$ cat src/sv/assert_macros.svh
// ---------------------------------------------------------------------------
// Assertion macros shared by the supply monitor RTL
// ---------------------------------------------------------------------------
`ifndef ASSERT_MACROS_SVH
`define ASSERT_MACROS_SVH

// Clocked assertion, disabled while reset is asserted (active-low reset).
`define ASW_ASSERT(lbl, clk, rst_n, prop, msg) \
    lbl: assert property (@(posedge clk) disable iff (!rst_n) prop) else $error(msg);

// Clocked assertion that also holds during reset.
`define ASW_ASSERT_ALWAYS(lbl, clk, prop, msg) \
    lbl: assert property (@(posedge clk) prop) else $error(msg);

`endif

$ cat src/sv/asw_pkg.sv
// ---------------------------------------------------------------------------
// asw_pkg
// Types and constants of the averaged supply window monitor.
// ---------------------------------------------------------------------------
package asw_pkg;

    // Window depth; a power of two so the average is a plain shift.
    localparam int DEPTH       = 16;
    localparam int SAMPLE_BITS = 12;
    localparam int CHANNELS    = 4;
    localparam int DEPTH_LOG2  = $clog2(DEPTH);
    localparam int SLOT_W      = DEPTH_LOG2;
    localparam int SUM_W       = SAMPLE_BITS + DEPTH_LOG2;
    localparam int AVG_W       = 12;
    localparam int REG_W       = 12;
    localparam int POWER_W     = 24;
    localparam int CFG_IDX_W   = 3;

    // Channel positions inside one sample set
    localparam int CH_ARRAY_V   = 0;
    localparam int CH_ARRAY_I   = 1;
    localparam int CH_BATTERY_V = 2;
    localparam int CH_BATTERY_I = 3;

    typedef enum logic [CFG_IDX_W-1:0] {
        CFG_ARRAY_ON_LEVEL   = 3'd0,
        CFG_ARRAY_OFF_LEVEL  = 3'd1,
        CFG_BATTERY_ON_LOW   = 3'd2,
        CFG_BATTERY_ON_HIGH  = 3'd3,
        CFG_BATTERY_OFF_LOW  = 3'd4,
        CFG_BATTERY_OFF_HIGH = 3'd5
    } t_cfg_idx;

    localparam logic [REG_W-1:0] RST_ARRAY_ON_LEVEL   = 12'd816;
    localparam logic [REG_W-1:0] RST_ARRAY_OFF_LEVEL  = 12'd512;
    localparam logic [REG_W-1:0] RST_BATTERY_ON_LOW   = 12'd350;
    localparam logic [REG_W-1:0] RST_BATTERY_ON_HIGH  = 12'd1750;
    localparam logic [REG_W-1:0] RST_BATTERY_OFF_LOW  = 12'd318;
    localparam logic [REG_W-1:0] RST_BATTERY_OFF_HIGH = 12'd1783;

    typedef logic [SAMPLE_BITS-1:0]           t_sample;
    typedef t_sample [CHANNELS-1:0]           t_set;
    typedef logic [SUM_W-1:0]                 t_sum;
    typedef logic [AVG_W-1:0]                 t_avg;
    typedef logic [SLOT_W-1:0]                t_slot;

    typedef struct packed {
        logic [11:0] array_voltage_sample;
        logic [11:0] array_current_sample;
        logic [11:0] battery_voltage_sample;
        logic [11:0] battery_current_sample;
    } t_in_item;

    typedef struct packed {
        logic [11:0]        avg_array_voltage;
        logic [11:0]        avg_array_current;
        logic [11:0]        avg_battery_voltage;
        logic [11:0]        avg_battery_current;
        logic               array_good;
        logic               battery_good;
        logic               fault_led;
        logic               run_led;
        logic               pwm_enable;
        logic [POWER_W-1:0] input_power;
    } t_out_item;

endpackage

$ cat src/sv/asw_ring.sv
// ---------------------------------------------------------------------------
// asw_ring
// Ring of the last DEPTH sample sets: one synchronous RAM, read-first,
// with a valid bit per entry so unwritten entries read as zero.
// ---------------------------------------------------------------------------
module asw_ring
    import asw_pkg::*;
(
    input  logic i_clk,
    input  logic i_rst_n,
    input  logic i_wr,        // store a new set, fetch the one it replaces
    input  t_set i_wr_data,
    output t_set o_old        // replaced set, valid the cycle after i_wr
);

    localparam t_slot SLOT_LAST = t_slot'(DEPTH - 1);

    t_set              r_mem [DEPTH];
    t_set              r_rd_data;
    logic              r_rd_vld;
    logic [DEPTH-1:0]  r_valid;
    t_slot             r_slot;
    t_slot             n_slot;

    always_comb begin
        n_slot = (r_slot == SLOT_LAST) ? '0 : r_slot + 1'b1;
    end

    // Memory port: read-first, then overwrite the same slot
    always_ff @(posedge i_clk) begin
        if (i_wr) begin
            r_rd_data       <= r_mem[r_slot];
            r_rd_vld        <= r_valid[r_slot];
            r_mem[r_slot]   <= i_wr_data;
        end
    end

    always_ff @(posedge i_clk) begin
        if (!i_rst_n) begin
            r_valid <= '0;
            r_slot  <= '0;
        end else if (i_wr) begin
            r_valid[r_slot] <= 1'b1;
            r_slot          <= n_slot;
        end
    end

    assign o_old = r_rd_vld ? r_rd_data : '0;

`include "assert_macros.svh"

    `ASW_ASSERT(a_slot_step, i_clk, i_rst_n, (i_wr && r_slot != SLOT_LAST) |=> (r_slot == $past(r_slot) + 1'b1), "ring slot did not advance")
    `ASW_ASSERT(a_slot_wrap, i_clk, i_rst_n, (i_wr && r_slot == SLOT_LAST) |=> (r_slot == '0), "ring slot did not wrap")
    `ASW_ASSERT(a_slot_hold, i_clk, i_rst_n, !i_wr |=> $stable(r_slot), "ring slot moved without a write")

endmodule

$ cat src/sv/averaged_supply_window_monitor_unit.sv
// ---------------------------------------------------------------------------
// averaged_supply_window_monitor_unit
// Moving average of four ADC channels with hysteresis supervision of the
// array and battery voltages, status LEDs, PWM enable and input power.
// ---------------------------------------------------------------------------
//
//  channel | handshake                 | payload
//  --------+---------------------------+-----------------------------
//  in      | i_in_valid / o_in_ready   | i_in_item  (t_in_item)
//  out     | o_out_valid / i_out_ready | o_out_item (t_out_item)
//  config  | i_cfg_we (no wait)        | i_cfg_index, i_cfg_data
//
// One item per cycle sustained while the output is not stalled; an accepted
// item passes stage A, stage B and the output stage in turn. Stage A holds
// the new set and the replaced set read from the ring RAM, stage B updates the
// running sums and both statuses, the output stage forms the 12x12 power
// product.
// Each stage advances when the stage after it is empty or moving, so a
// stalled output still lets up to two more items in.
// Synchronous active-low reset clears the ring valid bits, sums, statuses and
// stage valid bits and loads the default thresholds; no clearing pass is needed.
// ---------------------------------------------------------------------------
module averaged_supply_window_monitor_unit
    import asw_pkg::*;
(
    input  logic                 i_clk,
    input  logic                 i_rst_n,
    input  logic                 i_in_valid,
    output logic                 o_in_ready,
    input  t_in_item             i_in_item,
    output logic                 o_out_valid,
    input  logic                 i_out_ready,
    output t_out_item            o_out_item,
    input  logic                 i_cfg_we,
    input  logic [CFG_IDX_W-1:0] i_cfg_index,
    input  logic [REG_W-1:0]     i_cfg_data
);

    // Threshold registers
    logic [REG_W-1:0] r_array_on_level;
    logic [REG_W-1:0] r_array_off_level;
    logic [REG_W-1:0] r_battery_on_low;
    logic [REG_W-1:0] r_battery_on_high;
    logic [REG_W-1:0] r_battery_off_low;
    logic [REG_W-1:0] r_battery_off_high;

    // Pipeline control
    logic r_a_vld, r_b_vld, r_o_vld;
    logic en_a, en_b, en_o;
    logic in_acc;

    // Stage A payload and the replaced set from the ring
    t_set w_new_set;
    t_set r_a_new;
    t_set w_old_set;

    // Running state
    t_sum r_sum [CHANNELS];
    t_sum n_sum [CHANNELS];
    t_avg n_avg [CHANNELS];
    logic r_array_stat, r_battery_stat;
    logic n_array_stat, n_battery_stat;

    // Stage B payload
    t_avg r_b_avg [CHANNELS];
    logic r_b_array_stat, r_b_battery_stat;

    t_out_item r_out;
    t_out_item n_out;

    // Advance a stage when the next one is empty or moving
    assign en_o       = !r_o_vld || i_out_ready;
    assign en_b       = !r_b_vld || en_o;
    assign en_a       = !r_a_vld || en_b;
    assign o_in_ready = en_a;
    assign in_acc     = i_in_valid && en_a;

    // Mask or extend each raw sample to SAMPLE_BITS
    assign w_new_set[CH_ARRAY_V]   = t_sample'(i_in_item.array_voltage_sample);
    assign w_new_set[CH_ARRAY_I]   = t_sample'(i_in_item.array_current_sample);
    assign w_new_set[CH_BATTERY_V] = t_sample'(i_in_item.battery_voltage_sample);
    assign w_new_set[CH_BATTERY_I] = t_sample'(i_in_item.battery_current_sample);

    asw_ring u_ring (
        .i_clk     (i_clk),
        .i_rst_n   (i_rst_n),
        .i_wr      (in_acc),
        .i_wr_data (w_new_set),
        .o_old     (w_old_set)
    );

    // Configuration writes; indexes beyond the list are dropped
    always_ff @(posedge i_clk) begin
        if (!i_rst_n) begin
            r_array_on_level   <= RST_ARRAY_ON_LEVEL;
            r_array_off_level  <= RST_ARRAY_OFF_LEVEL;
            r_battery_on_low   <= RST_BATTERY_ON_LOW;
            r_battery_on_high  <= RST_BATTERY_ON_HIGH;
            r_battery_off_low  <= RST_BATTERY_OFF_LOW;
            r_battery_off_high <= RST_BATTERY_OFF_HIGH;
        end else if (i_cfg_we) begin
            case (i_cfg_index)
                CFG_ARRAY_ON_LEVEL:   r_array_on_level   <= i_cfg_data;
                CFG_ARRAY_OFF_LEVEL:  r_array_off_level  <= i_cfg_data;
                CFG_BATTERY_ON_LOW:   r_battery_on_low   <= i_cfg_data;
                CFG_BATTERY_ON_HIGH:  r_battery_on_high  <= i_cfg_data;
                CFG_BATTERY_OFF_LOW:  r_battery_off_low  <= i_cfg_data;
                CFG_BATTERY_OFF_HIGH: r_battery_off_high <= i_cfg_data;
                default: ;
            endcase
        end
    end

    // Stage B: running sums, averages and hysteresis
    always_comb begin
        for (int c = 0; c < CHANNELS; c++) begin
            n_sum[c] = r_sum[c] - t_sum'(w_old_set[c]) + t_sum'(r_a_new[c]);
            n_avg[c] = t_avg'(n_sum[c] >> DEPTH_LOG2);
        end
        // Array: on level to recover, off level to drop
        if (r_array_stat) begin
            n_array_stat = (n_avg[CH_ARRAY_V] >= r_array_off_level);
        end else begin
            n_array_stat = (n_avg[CH_ARRAY_V] >= r_array_on_level);
        end
        // Battery: narrower on window inside a wider off window
        if (r_battery_stat) begin
            n_battery_stat = (n_avg[CH_BATTERY_V] >= r_battery_off_low) &&
                             (n_avg[CH_BATTERY_V] <= r_battery_off_high);
        end else begin
            n_battery_stat = (n_avg[CH_BATTERY_V] >= r_battery_on_low) &&
                             (n_avg[CH_BATTERY_V] <= r_battery_on_high);
        end
    end

    // Output stage: combine statuses and form the power product
    always_comb begin
        n_out.avg_array_voltage   = r_b_avg[CH_ARRAY_V];
        n_out.avg_array_current   = r_b_avg[CH_ARRAY_I];
        n_out.avg_battery_voltage = r_b_avg[CH_BATTERY_V];
        n_out.avg_battery_current = r_b_avg[CH_BATTERY_I];
        n_out.array_good          = r_b_array_stat;
        n_out.battery_good        = r_b_battery_stat;
        n_out.run_led             = r_b_array_stat && r_b_battery_stat;
        n_out.pwm_enable          = r_b_array_stat && r_b_battery_stat;
        n_out.fault_led           = !(r_b_array_stat && r_b_battery_stat);
        n_out.input_power         = POWER_W'(r_b_avg[CH_ARRAY_I]) *
                                    POWER_W'(r_b_avg[CH_ARRAY_V]);
    end

    // Control state
    always_ff @(posedge i_clk) begin
        if (!i_rst_n) begin
            r_a_vld        <= 1'b0;
            r_b_vld        <= 1'b0;
            r_o_vld        <= 1'b0;
            r_array_stat   <= 1'b0;
            r_battery_stat <= 1'b0;
            for (int c = 0; c < CHANNELS; c++) begin
                r_sum[c] <= '0;
            end
        end else begin
            if (en_a) begin
                r_a_vld <= i_in_valid;
            end
            if (en_b) begin
                r_b_vld <= r_a_vld;
                if (r_a_vld) begin
                    r_sum          <= n_sum;
                    r_array_stat   <= n_array_stat;
                    r_battery_stat <= n_battery_stat;
                end
            end
            if (en_o) begin
                r_o_vld <= r_b_vld;
            end
        end
    end

    // Payload registers
    always_ff @(posedge i_clk) begin
        if (in_acc) begin
            r_a_new <= w_new_set;
        end
        if (en_b && r_a_vld) begin
            r_b_avg          <= n_avg;
            r_b_array_stat   <= n_array_stat;
            r_b_battery_stat <= n_battery_stat;
        end
        if (en_o && r_b_vld) begin
            r_out <= n_out;
        end
    end

    assign o_out_valid = r_o_vld;
    assign o_out_item  = r_out;

`include "assert_macros.svh"

    `ASW_ASSERT(a_full_when_blocked, i_clk, i_rst_n, !o_in_ready |-> (r_a_vld && r_b_vld && r_o_vld), "input blocked with a free stage")
    `ASW_ASSERT(a_run_matches, i_clk, i_rst_n, o_out_valid |-> (o_out_item.pwm_enable == (o_out_item.array_good && o_out_item.battery_good)), "pwm enable disagrees with statuses")
    `ASW_ASSERT(a_state_hold, i_clk, i_rst_n, !(en_b && r_a_vld) |=> ($stable(r_array_stat) && $stable(r_battery_stat)), "status moved without an item")

endmodule

$ cat config.mk
export PLATFORM = sky130hd
export DESIGN_NAME = averaged_supply_window_monitor_unit
export DESIGN_NICKNAME = d
export VERILOG_FILES = /design/src/sv/asw_pkg.sv /design/src/sv/asw_ring.sv /design/src/sv/averaged_supply_window_monitor_unit.sv
export VERILOG_INCLUDE_DIRS = /design/src /design/src/sv
export SDC_FILE = /design/constraint.sdc
export NUM_CORES = 2
export LEC_CHECK = 0
export BUFFER_PORTS_ARGS = -buffer_cell sky130_fd_sc_hd__buf_2
export CAP_MARGIN = 20
export CORE_MARGIN = 8
export CORE_UTILIZATION = 45
export CTS_BUF_LIST = sky130_fd_sc_hd__clkbuf_2 sky130_fd_sc_hd__clkbuf_4 sky130_fd_sc_hd__clkbuf_8
export DETAILED_ROUTE_END_ITERATION = 7
export GPL_TIMING_DRIVEN = 0
export PLACE_DENSITY = 0.62
export SYNTH_ARGS = -nofsm -noshare
export SYNTH_HDL_FRONTEND = slang
export SYNTH_SLANG_ARGS = --single-unit
$ cat constraint.sdc
create_clock -name i_clk -period 15.39 [get_ports i_clk]
set_input_delay 1.539 -clock i_clk [delete_from_list [all_inputs] [get_ports i_clk]]
set_output_delay 1.539 -clock i_clk [all_outputs]
set_load 0.05 [all_outputs]
==> results.py <==
metrics = {
    "sta": {
        "setup-violations-final": 0,
        "fin_setup_tns_ps": 0,
        "finalCriticalPeriod_ps": 5990,
        "slew_viol_final": 0,
        "rsz0062_at_grt": "no",
        "fin_crit_sh_pct": 38.9,
        "fmax_mhz": 167,
        "skew_ps": 52.5,
        "worst_pin_slew_ps": 1110,
        "layout_setup_ws_ps": 9400,
        "finalHoldViolCount": 0,
        "slew_headroom_pct": 25.8,
    },
    "cells_and_area": {
        "drive_above_1_share_pct": 19.7,
        "final_common_cell": "edfxtp_1",
        "layout.cells.non_filler": 5584,
        "finalNetCount": 4318,
        "syn_to_final_growth_pct": 14.4,
        "final_cell_mix": "991 x edfxtp_1, 425 x inv_1, 305 x nand2_1",
        "fill_cells": 9652,
        "utilization_pct": 51.9,
    },
    "die": {
        "fp.dieW_microns": 358,
        "die_y_microns": 358,
        "coreArea_sq_mm": 0.116,
        "die-area_sq_mm": 0.128,
        "rows": 125,
        "io_pins": 147,
        "start_util_pct": 45.3,
    },
    "routing": {
        "drtAntennaViolNets": 0,
        "vias_per_cell": 5.39,
        "wl_microns": 126000,
        "drt_iter0_drc": 2614,
        "vias": 30073,
        "drt-pass1-iter-count": 5,
        "post-route-drc-count": 0,
        "wire_per_inst_microns": 22.6,
    },
    "setup_path": {
        "reg2reg_setup_slack_ps": 9400,
        "worstPathArrival_ps": 6580,
        "required_ps": 15980,
        "cp-end-kind": "flip-flop",
        "path_max_fanout": 10,
        "worstSetupPathType": "flip-flop to flip-flop",
        "ff2ff_path_depth": 18,
        "r2r_end": "o_out_item[23]",
        "r2r-start": "n_out[58]",
        "cp-start-kind": "flip-flop",
    },
    "clock_tree": {
        "path_clk_slew_ps": 60,
        "clk_latency_ps": 890,
        "clockBufferDepth": 3,
        "ctsRootBufferMaster": "clkbuf_8",
        "h-tree-depth": 4,
        "hold_buffers": 0,
        "cts_resized": 0,
        "clock-sinks": 1152,
        "cts_buffers": 185,
        "cts_tree": "yes",
        "postCtsSetupBuffers": 0,
    },
    "synthesis": {
        "syn_avg_cell_area_sq_um": 15.0,
        "synth_nets": 3922,
        "synth_top_area_cell": "edfxtp_1",
        "yosysWarnings": 0,
        "synth_top_cell_area_share_pct": 56.5,
        "synth_cell_types": 65,
        "yosysSeqAreaShare_pct": 62.6,
        "yosys_most_used_dff": "edfxtp_1",
        "synthArstFlopShare_pct": 0,
        "ys_seq_elements": 1152,
        "synth_edf_count": 991,
        "netlist_instances": 3504,
        "synth_area_sq_mm": 0.0527,
        "synth_area_leaders": "edfxtp_1 56%, mux4_2 10%, dfxtp_1 6.1%",
    },
    "pwr": {
        "power.density_mw_per_mm2": 229,
        "p_total_mw": 13.8,
        "ir_drop_v": 0.000570,
        "p_leak_nw": 21.9,
    },
    "placement": {
        "post-place-ws_ps": 9400,
        "numPortBuffers": 145,
        "hpwl_microns": 89300,
        "place_congestion": 0.862,
        "placedCellCount": 5233,
    },
    "hold_path": {
        "hp-start": "n_out[52]",
        "min_path_cells": 0,
        "whs_endpoint": "o_out_item[52]",
        "min_path_type": "flip-flop to flip-flop",
    },
    "grt": {
        "gr-total-overflow": 0,
        "grtUsageTotal_pct": 19.8,
        "grt_pass1_wl_microns": 190000,
        "grt_pass1_vias": 30833,
        "grt_max_degree": 36,
        "grt_antenna_before_repair": 14,
    },
    "status": {
        "status": "completed",
    },
    "flow_run": {
        "drv_cap": 0,
    },
}
-- cells in the mapped netlist (42+ instances only) --
| cell | number |
|---|---|
| ha_1 | 202 |
| edfxtp_1 | 991 |
| xnor2_1 | 48 |
| dfxtp_1 | 161 |
| o211ai_1 | 44 |
| nor2_1 | 138 |
| nand2_1 | 305 |
| clkbuf_1 | 107 |
| o21ai_0 | 42 |
| inv_1 | 425 |
| a21oi_1 | 158 |
| mux4_2 | 245 |
| fa_1 | 148 |
| and2_1 | 114 |
-- through the flow --
stage,hold slack (ps),instance area (sq um)
after floorplan,400,52700
after global placement,402,55300
after detailed placement,405,56500
after CTS,400,60200
after global routing,411,60300
final,396,60300
-- kinds of logic (layout without fill, tap and decap cells) --
family                   count (synthesis)  in the layout  share of synthesized area (%)
flip-flops                            1152           1152                           62.6
AND/OR/NAND/NOR                        727            727                           6.41
buffers and inverters                  569           1116                           4.11
AO/OA/AOI/OAI                          389            389                           4.75
adder cells (fa/ha/maj)                350            350                           10.4
multiplexers                           249            249                           10.5
XOR/XNOR                                68             68                           1.16
other                                    0              9                              0
-- state kept, by name (all words and copies together) (netlist names), 4 cells and up --
register	flops
u_ring.r_mem	768
o_out_item	76
r_sum	64
n_out	48
r_a_new	48
u_ring.r_rd_data	48
u_ring.r_valid	16
r_array_off_level	12
r_array_on_level	12
r_battery_off_high	12
r_battery_off_low	12
r_battery_on_high	12
r_battery_on_low	12
u_ring.r_slot	4
-- layout make-up --
type	instances	area, sq um	area share [%]
antenna	9	22.5	0.0374
buffer	144	569	0.944
clock buffer	261	3190	5.29
clock inverter	77	504	0.837
inverter	425	1600	2.65
multi-input combinational	1783	17700	29.3
sequential	1152	33000	54.7
tap	1524	1910	3.16
timing repair buffer	209	1840	3.05
-- per-layer routing --
layer	wire length (microns)	vias to the layer above	track usage [%]
met3	9220	230	4.64
met5	27	-	0
met4	2960	4	5.68
met1	53400	15197	26.4
li1	-	13643	-
met2	60800	999	32.6
-- worst max-delay path, cell delays in order, from the launching register on --
cell and delay [ps]:
edfxtp_1 450, clkbuf_1 480, nand2_1 180, fa_1 540, fa_1 420, inv_1 80
fa_1 430, fa_1 540, inv_1 50, fa_1 470, inv_1 40, ha_1 230
nor3_1 190, o21ai_0 140, a31oi_1 500, o311ai_2 280, a2111oi_2 430, o31ai_1 130
xnor2_1 140
-- power by group --
part	total [mW]	switching [mW]	internal, mW
Sequential	4.05	0.103	3.94
Combinational	7.13	4.18	2.95
Clock	2.61	1.22	1.39
Total	13.8	5.50	8.29
-- how the worst max path moves through the flow --
stage | slack (ps) | from | depth (start not counted) | end
finish | 9400 | n_out[58] | 18 | o_out_item[23]
detailed placement | 9400 | n_out[57] | 18 | o_out_item[23]
global route | 9090 | n_out[57] | 18 | o_out_item[23]
floorplan | 3530 | i_out_ready | 4 | u_ring.r_mem[3][0]
CTS | 9350 | n_out[58] | 18 | o_out_item[23]
global placement | -5170 | i_out_ready | 5 | u_ring.r_mem[3][11]
Power figures use the tool's default switching activity.
